[config.mk]
export PLATFORM = sky130hd
export DESIGN_NAME = beat_pattern_sequencer_flat
export DESIGN_NICKNAME = d
export VERILOG_FILES = /design/src/rtl/core/bps_pkg.sv /design/src/rtl/core/bps_item_if.sv /design/src/rtl/core/bps_result_if.sv /design/src/rtl/core/bps_div.sv /design/src/rtl/core/bps_dp.sv /design/src/rtl/core/bps_ctrl.sv /design/src/rtl/core/beat_pattern_sequencer.sv /design/src/flat_wrapper.sv
export VERILOG_INCLUDE_DIRS = /design/src /design/src/rtl/core
export SDC_FILE = /design/constraint.sdc
export NUM_CORES = 1
export LEC_CHECK = 0
export ABC_AREA = 1
export BUFFER_PORTS_ARGS = -buffer_cell sky130_fd_sc_hd__buf_2
export CELL_PAD_IN_SITES_DETAIL_PLACEMENT = 1
export CELL_PAD_IN_SITES_GLOBAL_PLACEMENT = 1
export CORE_ASPECT_RATIO = 1.75
export CORE_MARGIN = 2
export CORE_UTILIZATION = 40
export DETAILED_ROUTE_END_ITERATION = 7
export PLACE_DENSITY_LB_ADDON = 0.1
export SYNTH_ARGS = -nofsm -noshare
export SYNTH_HDL_FRONTEND = slang
export SYNTH_SLANG_ARGS = --single-unit
export TNS_END_PERCENT = 100
[constraint.sdc]
create_clock -name clk -period 18.2 [get_ports clk]
set_clock_uncertainty 0.15 [all_clocks]
set_input_delay 1.82 -clock clk [delete_from_list [all_inputs] [get_ports clk]]
set_output_delay 1.82 -clock clk [all_outputs]
set_load 0.01 [all_outputs]
[src/rtl/core/assert_macros.svh]
// Assertion macros shared by the sequencer RTL.
`ifndef ASSERT_MACROS_SVH
`define ASSERT_MACROS_SVH

// Same-cycle implication, sampled on clk, off while arst_n is low.
`define BPS_ASSERT_NOW(label, ante, cons, msg) \
	label: assert property (@(posedge clk) disable iff (!arst_n) (ante) |-> (cons)) \
		else $error(msg);

// Next-cycle implication, sampled on clk, off while arst_n is low.
`define BPS_ASSERT_NEXT(label, ante, cons, msg) \
	label: assert property (@(posedge clk) disable iff (!arst_n) (ante) |=> (cons)) \
		else $error(msg);

`endif

[src/rtl/core/bps_pkg.sv]
// Package with types, codes and constants of the beat pattern sequencer.
`timescale 1ns / 1ps
`default_nettype none
package bps_pkg;

	// Pattern length and step index width.
	localparam int STEPS  = 8;
	localparam int STEP_W = (STEPS > 1) ? $clog2(STEPS) : 1;

	// Divider numerator width: double ticks per minute plus bpm.
	localparam int NUM_W = 25;
	localparam int DEN_W = 9;
	localparam int CNT_W = 5;

	// Item kinds.
	localparam logic [1:0] MODE_TICK   = 2'd0;
	localparam logic [1:0] MODE_BUTTON = 2'd1;
	localparam logic [1:0] MODE_TEMPO  = 2'd2;

	// Register indexes of the write port.
	localparam logic [2:0] REG_PATTERN  = 3'd0;
	localparam logic [2:0] REG_PULSE    = 3'd1;
	localparam logic [2:0] REG_DEBOUNCE = 3'd2;
	localparam logic [2:0] REG_MIN_BPM  = 3'd3;
	localparam logic [2:0] REG_MAX_BPM  = 3'd4;
	localparam logic [2:0] REG_DTPM     = 3'd5;

	// Reset values.
	localparam logic [7:0]  RST_PATTERN  = 8'd85;
	localparam logic [15:0] RST_PULSE    = 16'd4101;
	localparam logic [15:0] RST_DEBOUNCE = 16'd200;
	localparam logic [7:0]  RST_MIN_BPM  = 8'd40;
	localparam logic [7:0]  RST_MAX_BPM  = 8'd220;
	localparam logic [23:0] RST_DTPM     = 24'd4921875;
	localparam logic [15:0] RST_PERIOD   = 16'd20508;
	localparam logic [15:0] RST_HALF     = 16'd10254;
	localparam logic [7:0]  RST_TEMPO    = 8'd120;

	// Commands from the controller to the datapath.
	typedef struct packed {
		logic capture;
		logic exec;
		logic mul;
		logic div_load;
		logic div_step;
		logic apply;
		logic load_out;
	} bps_cmd_t;

	// Status from the datapath to the controller.
	typedef struct packed {
		logic is_tempo;
		logic bpm_ok;
		logic div_last;
	} bps_status_t;

	// One result beat.
	typedef struct packed {
		logic        led_on;
		logic        running;
		logic [2:0]  next_step;
		logic [7:0]  tempo_bpm;
		logic [15:0] period_ticks;
		logic        step_played;
	} bps_result_t;

endpackage
`default_nettype wire

[src/rtl/core/bps_item_if.sv]
// Input channel interface: one item beat with kind, time stamp and reading.
`timescale 1ns / 1ps
`default_nettype none
interface bps_item_if;
	logic        valid;
	logic        ready;
	logic [1:0]  mode;
	logic [31:0] time_ms;
	logic [11:0] adc_value;

	modport source (output valid, output mode, output time_ms, output adc_value, input ready);
	modport sink (input valid, input mode, input time_ms, input adc_value, output ready);
endinterface
`default_nettype wire

[src/rtl/core/bps_result_if.sv]
// Output channel interface: one result beat with LED, run and tempo state.
`timescale 1ns / 1ps
`default_nettype none
interface bps_result_if;
	logic        valid;
	logic        ready;
	logic        led_on;
	logic        running;
	logic [2:0]  next_step;
	logic [7:0]  tempo_bpm;
	logic [15:0] period_ticks;
	logic        step_played;

	modport source (output valid, output led_on, output running, output next_step,
		output tempo_bpm, output period_ticks, output step_played, input ready);
	modport sink (input valid, input led_on, input running, input next_step,
		input tempo_bpm, input period_ticks, input step_played, output ready);
endinterface
`default_nettype wire

[src/rtl/core/bps_div.sv]
// Restoring divider, one quotient bit per cycle while step is high, for the beat period.
`timescale 1ns / 1ps
`default_nettype none
module bps_div import bps_pkg::*; (
	input  wire logic             clk,
	input  wire logic             arst_n,
	input  wire logic             load,
	input  wire logic             step,
	input  wire logic [NUM_W-1:0] num,
	input  wire logic [DEN_W-1:0] den,
	output logic      [NUM_W-1:0] quot,
	output logic                  last
);

	logic [NUM_W-1:0] num_q;
	logic [DEN_W-1:0] rem_q;
	logic [DEN_W-1:0] den_q;
	logic [CNT_W-1:0] cnt_q;
	logic [DEN_W:0]   trial;
	logic             ge;

	// Shift in the next numerator bit and try to subtract the divisor.
	assign trial = {rem_q, num_q[NUM_W-1]};
	assign ge    = trial >= {1'b0, den_q};

	// The numerator register fills with quotient bits from the bottom.
	always_ff @(posedge clk) begin
		if (load) begin
			num_q <= num;
			rem_q <= '0;
			den_q <= den;
		end else if (step) begin
			num_q <= {num_q[NUM_W-2:0], ge};
			rem_q <= ge ? DEN_W'(trial - {1'b0, den_q}) : DEN_W'(trial);
		end
	end

	// Bit counter: the step taken at zero is the last one.
	always_ff @(posedge clk or negedge arst_n) begin
		if (!arst_n) begin
			cnt_q <= '0;
		end else if (load) begin
			cnt_q <= CNT_W'(NUM_W - 1);
		end else if (step && cnt_q != '0) begin
			cnt_q <= cnt_q - 1'b1;
		end
	end

	assign quot = num_q;
	assign last = cnt_q == '0;

endmodule
`default_nettype wire

[src/rtl/core/bps_dp.sv]
// Datapath: configuration, metronome state, tempo scaling and result register.
`timescale 1ns / 1ps
`default_nettype none
module bps_dp import bps_pkg::*; (
	input  wire logic        clk,
	input  wire logic        arst_n,
	input  wire bps_cmd_t    cmd,
	output bps_status_t      status,
	input  wire logic [1:0]  mode,
	input  wire logic [31:0] time_ms,
	input  wire logic [11:0] adc_value,
	input  wire logic        wr_en,
	input  wire logic [2:0]  wr_index,
	input  wire logic [23:0] wr_data,
	output bps_result_t      result
);

	// Configuration registers.
	logic [7:0]  pattern_q;
	logic [15:0] pulse_q;
	logic [15:0] debounce_q;
	logic [7:0]  min_bpm_q;
	logic [7:0]  max_bpm_q;
	logic [23:0] dtpm_q;

	// Metronome state.
	logic [15:0]       tick_q;
	logic [15:0]       period_q;
	logic [15:0]       half_q;
	logic [7:0]        tempo_q;
	logic [STEP_W-1:0] step_q;
	logic              led_q;
	logic [15:0]       offc_q;
	logic              run_q;
	logic [31:0]       last_q;

	// Captured item and per-item working registers.
	logic [1:0]  mode_q;
	logic [31:0] time_q;
	logic [11:0] adc_q;
	logic [7:0]  bpm_q;
	logic        played_q;
	bps_result_t result_q;

	// Next-state values for a tick or button beat.
	logic [15:0]       tick_n;
	logic              led_n;
	logic [15:0]       offc_n;
	logic [STEP_W-1:0] step_n;
	logic              run_n;
	logic [31:0]       last_n;
	logic              played_n;
	logic              fire;
	logic [16:0]       inc;
	logic              wrap;
	logic [4:0]        idx;
	logic [31:0]       elapsed;

	// Tempo path signals.
	logic [7:0]       diff;
	logic [19:0]      prod;
	logic [8:0]       sum;
	logic [7:0]       bpm_sel;
	logic [NUM_W-1:0] quot;
	logic             div_last;
	logic [15:0]      cand_period;
	logic             period_ok;

	// Configuration writes.
	always_ff @(posedge clk or negedge arst_n) begin
		if (!arst_n) begin
			pattern_q  <= RST_PATTERN;
			pulse_q    <= RST_PULSE;
			debounce_q <= RST_DEBOUNCE;
			min_bpm_q  <= RST_MIN_BPM;
			max_bpm_q  <= RST_MAX_BPM;
			dtpm_q     <= RST_DTPM;
		end else if (wr_en) begin
			case (wr_index)
				REG_PATTERN:  pattern_q  <= wr_data[7:0];
				REG_PULSE:    pulse_q    <= wr_data[15:0];
				REG_DEBOUNCE: debounce_q <= wr_data[15:0];
				REG_MIN_BPM:  min_bpm_q  <= wr_data[7:0];
				REG_MAX_BPM:  max_bpm_q  <= wr_data[7:0];
				REG_DTPM:     dtpm_q     <= wr_data;
				default: ;
			endcase
		end
	end

	// Item capture.
	always_ff @(posedge clk) begin
		if (cmd.capture) begin
			mode_q <= mode;
			time_q <= time_ms;
			adc_q  <= adc_value;
		end
	end

	assign elapsed = time_q - last_q;

	// Tick and button handling, with the step play that either may fire.
	always_comb begin
		tick_n   = tick_q;
		led_n    = led_q;
		offc_n   = offc_q;
		step_n   = step_q;
		run_n    = run_q;
		last_n   = last_q;
		played_n = 1'b0;
		fire     = 1'b0;
		inc      = {1'b0, tick_q} + 17'd1;
		wrap     = 1'b0;
		idx      = 5'(step_q);
		case (mode_q)
			MODE_TICK: begin
				if (run_q) begin
					wrap   = inc >= {1'b0, period_q};
					tick_n = wrap ? 16'd0 : inc[15:0];
					if (tick_n == offc_q) begin
						led_n = 1'b0;
					end
					fire = wrap || (tick_n == half_q);
				end
			end
			MODE_BUTTON: begin
				if (elapsed >= {16'd0, debounce_q}) begin
					last_n = time_q;
					led_n  = 1'b0;
					if (run_q) begin
						run_n = 1'b0;
					end else begin
						run_n  = 1'b1;
						tick_n = 16'd0;
						step_n = '0;
						fire   = 1'b1;
					end
				end
			end
			default: ;
		endcase
		if (fire) begin
			idx = 5'(step_n);
			if (idx < 5'd8 && pattern_q[idx[2:0]]) begin
				led_n    = 1'b1;
				offc_n   = pulse_q + (idx[0] ? half_q : 16'd0);
				played_n = 1'b1;
			end
			step_n = (step_n == STEP_W'(STEPS - 1)) ? '0 : STEP_W'(step_n + 1'b1);
		end
	end

	// Reading scaled to bpm and clamped to the upper limit.
	assign diff    = max_bpm_q - min_bpm_q;
	assign prod    = 20'(adc_q) * 20'(diff);
	assign sum     = 9'(min_bpm_q) + 9'(prod[19:12]);
	assign bpm_sel = (sum > 9'(max_bpm_q)) ? max_bpm_q : sum[7:0];

	always_ff @(posedge clk) begin
		if (cmd.mul) begin
			bpm_q <= bpm_sel;
		end
	end

	// Period division: (D + bpm) / (2 * bpm).
	bps_div u_div (
		.clk    (clk),
		.arst_n (arst_n),
		.load   (cmd.div_load),
		.step   (cmd.div_step),
		.num    (NUM_W'(dtpm_q) + NUM_W'(bpm_q)),
		.den    ({bpm_q, 1'b0}),
		.quot   (quot),
		.last   (div_last)
	);

	assign cand_period = quot[15:0];
	assign period_ok   = (quot != '0) && (quot[NUM_W-1:16] == '0);

	// Architectural state updates.
	always_ff @(posedge clk or negedge arst_n) begin
		if (!arst_n) begin
			tick_q   <= '0;
			period_q <= RST_PERIOD;
			half_q   <= RST_HALF;
			tempo_q  <= RST_TEMPO;
			step_q   <= '0;
			led_q    <= 1'b0;
			offc_q   <= '0;
			run_q    <= 1'b0;
			last_q   <= '0;
			played_q <= 1'b0;
		end else if (cmd.capture) begin
			played_q <= 1'b0;
		end else if (cmd.exec) begin
			tick_q   <= tick_n;
			led_q    <= led_n;
			offc_q   <= offc_n;
			step_q   <= step_n;
			run_q    <= run_n;
			last_q   <= last_n;
			played_q <= played_n;
		end else if (cmd.apply && period_ok) begin
			if (tick_q > cand_period) begin
				tick_q <= '0;
			end
			tempo_q  <= bpm_q;
			period_q <= cand_period;
			half_q   <= 16'(({1'b0, cand_period} + 17'd1) >> 1);
			step_q   <= '0;
		end
	end

	// Result register.
	always_ff @(posedge clk) begin
		if (cmd.load_out) begin
			result_q.led_on       <= led_q;
			result_q.running      <= run_q;
			result_q.next_step    <= 3'(step_q);
			result_q.tempo_bpm    <= tempo_q;
			result_q.period_ticks <= period_q;
			result_q.step_played  <= played_q;
		end
	end

	assign result = result_q;

	// Status for the controller.
	assign status.is_tempo = mode_q == MODE_TEMPO;
	assign status.bpm_ok   = (min_bpm_q <= max_bpm_q) && (bpm_q != 8'd0) && (bpm_q != tempo_q);
	assign status.div_last = div_last;

endmodule
`default_nettype wire

[src/rtl/core/bps_ctrl.sv]
// Controller: sequences each item through execute, divide and result load.
`timescale 1ns / 1ps
`default_nettype none
module bps_ctrl import bps_pkg::*; (
	input  wire logic        clk,
	input  wire logic        arst_n,
	input  wire logic        in_valid,
	output logic             in_ready,
	output logic             out_valid,
	input  wire logic        out_ready,
	input  wire bps_status_t status,
	output bps_cmd_t         cmd
);

	typedef enum logic [6:0] {
		ST_IDLE   = 7'b0000001,
		ST_EXEC   = 7'b0000010,
		ST_PREP   = 7'b0000100,
		ST_DIV    = 7'b0001000,
		ST_APPLY  = 7'b0010000,
		ST_RESULT = 7'b0100000,
		ST_SPARE  = 7'b1000000
	} bps_state_t;

	bps_state_t state_q;
	bps_state_t state_n;
	logic       out_valid_q;

	// Next state and commands.
	always_comb begin
		state_n  = state_q;
		cmd      = '0;
		in_ready = 1'b0;
		case (state_q)
			ST_IDLE: begin
				in_ready = 1'b1;
				if (in_valid) begin
					cmd.capture = 1'b1;
					state_n     = ST_EXEC;
				end
			end
			ST_EXEC: begin
				if (status.is_tempo) begin
					cmd.mul = 1'b1;
					state_n = ST_PREP;
				end else begin
					cmd.exec = 1'b1;
					state_n  = ST_RESULT;
				end
			end
			ST_PREP: begin
				if (status.bpm_ok) begin
					cmd.div_load = 1'b1;
					state_n      = ST_DIV;
				end else begin
					state_n = ST_RESULT;
				end
			end
			ST_DIV: begin
				cmd.div_step = 1'b1;
				if (status.div_last) begin
					state_n = ST_APPLY;
				end
			end
			ST_APPLY: begin
				cmd.apply = 1'b1;
				state_n   = ST_RESULT;
			end
			ST_RESULT: begin
				if (!out_valid_q || out_ready) begin
					cmd.load_out = 1'b1;
					state_n      = ST_IDLE;
				end
			end
			default: begin
				state_n = ST_IDLE;
			end
		endcase
	end

	// State register.
	always_ff @(posedge clk or negedge arst_n) begin
		if (!arst_n) begin
			state_q <= ST_IDLE;
		end else begin
			state_q <= state_n;
		end
	end

	// Result valid: set on load, cleared when the beat is taken.
	always_ff @(posedge clk or negedge arst_n) begin
		if (!arst_n) begin
			out_valid_q <= 1'b0;
		end else if (cmd.load_out) begin
			out_valid_q <= 1'b1;
		end else if (out_ready) begin
			out_valid_q <= 1'b0;
		end
	end

	assign out_valid = out_valid_q;

endmodule
`default_nettype wire

[src/rtl/core/beat_pattern_sequencer.sv]
// Top level of the beat pattern sequencer: channels, controller and datapath.
//
// Usage: each beat on the item channel is a timer tick, a start/stop button
// edge with a millisecond stamp, or a tempo knob reading. Every item gives
// exactly one beat on the result channel with the LED level, run state, next
// step, tempo and beat period after the item.
// Sequence: a tick, button edge or unused kind is executed, then its result
// is loaded, and only then is the next item taken. A tempo reading that
// passes the limit and tempo checks runs a one-bit-per-cycle divider over
// 25 numerator bits and then an apply step, even if the period is then
// rejected; any other reading skips to the result load after the checks.
// The result sits in an output register, so the next item is accepted while
// a finished result still waits. If the receiver stalls, the following item
// waits for that register before its result loads, and the item channel
// stays blocked until then.
// Reset: arst_n clears all control and restores the register and metronome
// reset values: stopped, 120 bpm, period 20508 ticks, LED off.
// Configuration writes are taken at any edge with wr_en high and must only
// be issued while the block is idle.
`timescale 1ns / 1ps
`default_nettype none
`include "assert_macros.svh"
module beat_pattern_sequencer import bps_pkg::*; (
	input  wire logic        clk,
	input  wire logic        arst_n,
	bps_item_if.sink         item,
	bps_result_if.source     result,
	input  wire logic        wr_en,
	input  wire logic [2:0]  wr_index,
	input  wire logic [23:0] wr_data
);

	bps_cmd_t    cmd;
	bps_status_t status;
	bps_result_t res;

	// Sequencing of each item.
	bps_ctrl u_ctrl (
		.clk       (clk),
		.arst_n    (arst_n),
		.in_valid  (item.valid),
		.in_ready  (item.ready),
		.out_valid (result.valid),
		.out_ready (result.ready),
		.status    (status),
		.cmd       (cmd)
	);

	// State, arithmetic and result register.
	bps_dp u_dp (
		.clk       (clk),
		.arst_n    (arst_n),
		.cmd       (cmd),
		.status    (status),
		.mode      (item.mode),
		.time_ms   (item.time_ms),
		.adc_value (item.adc_value),
		.wr_en     (wr_en),
		.wr_index  (wr_index),
		.wr_data   (wr_data),
		.result    (res)
	);

	// Result payload onto the channel.
	assign result.led_on       = res.led_on;
	assign result.running      = res.running;
	assign result.next_step    = res.next_step;
	assign result.tempo_bpm    = res.tempo_bpm;
	assign result.period_ticks = res.period_ticks;
	assign result.step_played  = res.step_played;

	// An accepted item keeps the channel closed in the following cycle.
	`BPS_ASSERT_NEXT(a_busy_after_accept, item.valid && item.ready, !item.ready, "item accepted while busy")
	// A step that played leaves the LED lit.
	`BPS_ASSERT_NOW(a_played_lit, result.valid && result.step_played, result.led_on, "played step with LED off")
	// A stopped metronome never drives the LED.
	`BPS_ASSERT_NOW(a_stopped_dark, result.valid && !result.running, !result.led_on, "LED on while stopped")
	// The beat period is never zero.
	`BPS_ASSERT_NOW(a_period_nonzero, result.valid, result.period_ticks != 16'd0, "zero beat period")

endmodule
`default_nettype wire

[src/flat_wrapper.sv]
// flat-port wrapper written by rule: the top's interface ports become plain ports
module beat_pattern_sequencer_flat import bps_pkg::*;
  (clk, arst_n, wr_en, wr_index, wr_data, item_valid, item_mode, item_time_ms, item_adc_value, item_ready, result_valid, result_led_on, result_running, result_next_step, result_tempo_bpm, result_period_ticks, result_step_played, result_ready);
  bps_item_if item_i ();
  bps_result_if result_i ();
  input  wire logic clk;
  input  wire logic arst_n;
  input  wire logic wr_en;
  input  wire logic [2:0] wr_index;
  input  wire logic [23:0] wr_data;
  input wire logic [$bits(item_i.valid)-1:0] item_valid;
  input wire logic [$bits(item_i.mode)-1:0] item_mode;
  input wire logic [$bits(item_i.time_ms)-1:0] item_time_ms;
  input wire logic [$bits(item_i.adc_value)-1:0] item_adc_value;
  output wire logic [$bits(item_i.ready)-1:0] item_ready;
  output wire logic [$bits(result_i.valid)-1:0] result_valid;
  output wire logic [$bits(result_i.led_on)-1:0] result_led_on;
  output wire logic [$bits(result_i.running)-1:0] result_running;
  output wire logic [$bits(result_i.next_step)-1:0] result_next_step;
  output wire logic [$bits(result_i.tempo_bpm)-1:0] result_tempo_bpm;
  output wire logic [$bits(result_i.period_ticks)-1:0] result_period_ticks;
  output wire logic [$bits(result_i.step_played)-1:0] result_step_played;
  input wire logic [$bits(result_i.ready)-1:0] result_ready;
  assign item_i.valid = item_valid;
  assign item_i.mode = item_mode;
  assign item_i.time_ms = item_time_ms;
  assign item_i.adc_value = item_adc_value;
  assign item_ready = item_i.ready;
  assign result_valid = result_i.valid;
  assign result_led_on = result_i.led_on;
  assign result_running = result_i.running;
  assign result_next_step = result_i.next_step;
  assign result_tempo_bpm = result_i.tempo_bpm;
  assign result_period_ticks = result_i.period_ticks;
  assign result_step_played = result_i.step_played;
  assign result_i.ready = result_ready;
  beat_pattern_sequencer u_core (.clk(clk), .arst_n(arst_n), .item(item_i), .result(result_i), .wr_en(wr_en), .wr_index(wr_index), .wr_data(wr_data));
endmodule
==> impl_metrics.tcl <==
set metrics [dict create \
    status "finished, final reports clean" \
    slew_violations 0 \
    holdPathStages 2 \
    drcViolationCount 0 \
    synth_area_leaders "dfrtp_1 18%, edfxtp_1 15%, nand2_1 12%" \
    synthArstFlopShare_pct 61.59 \
    crit_arrival_ns 9.47 \
    finalSetupViolations 0 \
    dieArea_um2 59010 \
    clock_latency_ns 0.55 \
    max_slew_margin_pct 17.91 \
    path_max_fanout 13 \
    grt_max_degree 81 \
    coreArea_um2 56260 \
    max_stage_delay_ns 0.55 \
    r2r_cells 45 \
    grt.met2_usage_pct 48.85 \
    hold_path_class "reg -> reg" \
    finalHoldViolCount 0 \
    placedCellCount 3625 \
    synth_cell_type_count 55 \
    post_cts_resized 0 \
    cts-buffers-inserted 36 \
    fp-row-count 115 \
    worst_pin_slew_ns 1.228 \
    initial_utilization_pct 40.53 \
    reg2reg_setup_slack_ns 8.85 \
    clkTransAtPathRegs_ns 0.06 \
    firstDrtPassIters 5 \
    yosysTopAreaCell "dfrtp_1" \
    synth_nets 3117 \
    critical_path_class "reg -> reg" \
    gp_congestion 0.9044 \
    ctsHoldBuffers 0 \
    grt.busiest_layer "met2" \
    fill_cells 6814 \
    grt_first_pass_wirelength_um 111800 \
    dr.first_iter.drc_count 674 \
    ys.flop_type "dfrtp_1" \
    wl_per_cell_um 19.38 \
    htreeDepth 2 \
    timing.final.ws_setup_ns 8.846 \
    die_h_um 319.9 \
    grt_pass1_vias 20290 \
    drive_above_1_share_pct 11.46 \
    post_cts_buffers 0 \
    ant_nets 0 \
    syn_inst 2795 \
    min_period_over_period_pct 51.39 \
    synth-seq-area-share_pct 38.59 \
    clockBufferDepth 3 \
    maxCapViolations 0 \
    synth_edf_count 117 \
    place_ws_ns 8.754 \
    synth-warning-count 0 \
    setup_tns_ns 0 \
    cp_common_cell "nand2_1" \
    clock_sinks 328 \
    dp_hpwl_um 58250 \
    whs_ns 0.3046 \
    yosysTopAreaCellShare_pct 17.56 \
    synth.cell_area_um2 22800 \
    overflow 0 \
    stdcell_count 3691 \
    syn_to_final_growth_pct 11.25 \
    rsz0062_at_grt "false" \
    grtUsageMet3_pct 2.107 \
    vias 18650 \
    cts_tree "done" \
    io_pins 110 \
    vias_per_cell 5.052 \
    fp.dieW_um 184.5 \
    grtUsageMet1_pct 25.23 \
    ctsRootBufferMaster "clkbuf_16" \
    antenna_found_initial 0 \
    n_antenna_cell 0 \
    ys_ff_latch 328 \
    grt_use_total_pct 24.81 \
    routed_wl_um 71540 \
    fin_nets 3225 \
    cp.required_ns 18.32 \
    fmax_mhz 106.9 \
    startpoint_type "register" \
    synth_area_per_cell_um2 8.159 \
    fin_crit_ns 9.354 \
    end_kind "register" \
    synthTopCellsByCount "722 x nand2_1, 497 x inv_1, 207 x nor2_1, 179 x ha_1, 175 x o21ai_0" \
    port_buffers 109 \
    crit_slowest_cell "fa_1" \
    synth.most_common_cell "nand2_1" \
]
[cell families after synthesis]
logic type	share of synthesized area [%]
AO/OA/AOI/OAI	8.740
XOR/XNOR	4.208
adder cells (fa/ha/maj)	15.53
buffers and inverters	9.377
flip-flops	38.59
multiplexers	1.778
AND/OR/NAND/NOR	21.78
[final timing paths]
| check | start | end |
|---|---|---|
| max | u_core.u_dp.min_bpm_q[1] | u_core.u_dp.bpm_q[2] |
| min | u_core.u_dp.u_div.rem_q[8] | u_core.u_dp.u_div.rem_q[8] |
| max reg2reg | u_core.u_dp.min_bpm_q[1] | u_core.u_dp.bpm_q[2] |
| min reg2reg | u_core.u_dp.u_div.rem_q[8] | u_core.u_dp.u_div.rem_q[8] |
| max in group asynchronous | arst_n | u_core.u_dp.last_q[5] |
| min in group asynchronous | arst_n | u_core.u_dp.offc_q[8] |
[layer usage]
layer  vias up  routed length [um]
met5         -                   0
met1      9057               25790
met3       152                1666
met2       299               39830
met4         0                4252
li1       9139                   -
[sequential cells by signal (all words and copies together), names as in the netlist, 2 cells and up]
register and count:
u_core.u_dp.step_q 3, u_core.u_dp.offc_q 16, u_core.u_dp.last_q 32, u_core.u_dp.max_bpm_q 8, u_core.u_dp.dtpm_q 24, u_core.u_dp.pulse_q 16
u_core.u_dp.result 30, u_core.u_dp.time_q 32, u_core.u_dp.half_q 16, u_core.u_dp.u_div.cnt_q 5, u_core.u_dp.period_q 16, u_core.u_dp.min_bpm_q 8
u_core.u_dp.mode_q 2, u_core.u_dp.tick_q 16, u_core.u_dp.tempo_q 8, u_core.u_dp.pattern_q 8, u_core.u_dp.adc_q 12, u_core.u_dp.u_div.rem_q 9
u_core.u_dp.u_div.quot 25, u_core.u_ctrl.state_q 6, u_core.u_dp.u_div.den_q 8, u_core.u_dp.bpm_q 8, u_core.u_dp.debounce_q 16
[area by class of cell]
| cell class | count | area [um^2] | share of cell area [%] |
|---|---|---|---|
| multi-input cells | 1911 | 11900 | 46.89 |
| well taps | 760 | 950.9 | 3.748 |
| inverters | 506 | 1899 | 7.486 |
| clock inverters | 19 | 162.7 | 0.6411 |
| flip-flops and latches | 328 | 8801 | 34.69 |
| clock buffers | 47 | 1025 | 4.039 |
| repair buffers | 120 | 636.9 | 2.510 |
[placed cells by master, fill, tap and decap left out, types with 38 or more instances in the layout]
master     count
nor2_1       205
clkbuf_16     38
inv_1        497
o21ai_0      175
fa_1          65
ha_1         179
edfxtp_1     117
nand4_1       42
dfstp_2       42
nand3_1      101
dfrtp_1      160
buf_2        108
xor2_1        78
a21oi_1       98
nand2_1      722
[stage by stage]
step	utilization, %	cell area, um^2
after floorplan	-	22800
after global placement	42.98	24180
after detailed placement	42.98	24180
after CTS	45.10	25370
after global routing	45.10	25370
final	45.10	25370
[critical path: cells and delay by family, from the launching register on]
kind / cells / cell delay [ns]
flip-flops: 1 / 0.43
buffers and inverters: 6 / 0.45
AO/OA/AOI/OAI: 11 / 1.82
AND/OR/NAND/NOR: 19 / 2.68
XOR/XNOR: 1 / 0.15
adder cells (fa/ha/maj): 8 / 3.41
Power is not shown: default switching activity piles up to over one toggle a cycle in this logic, so the estimate is an artifact.
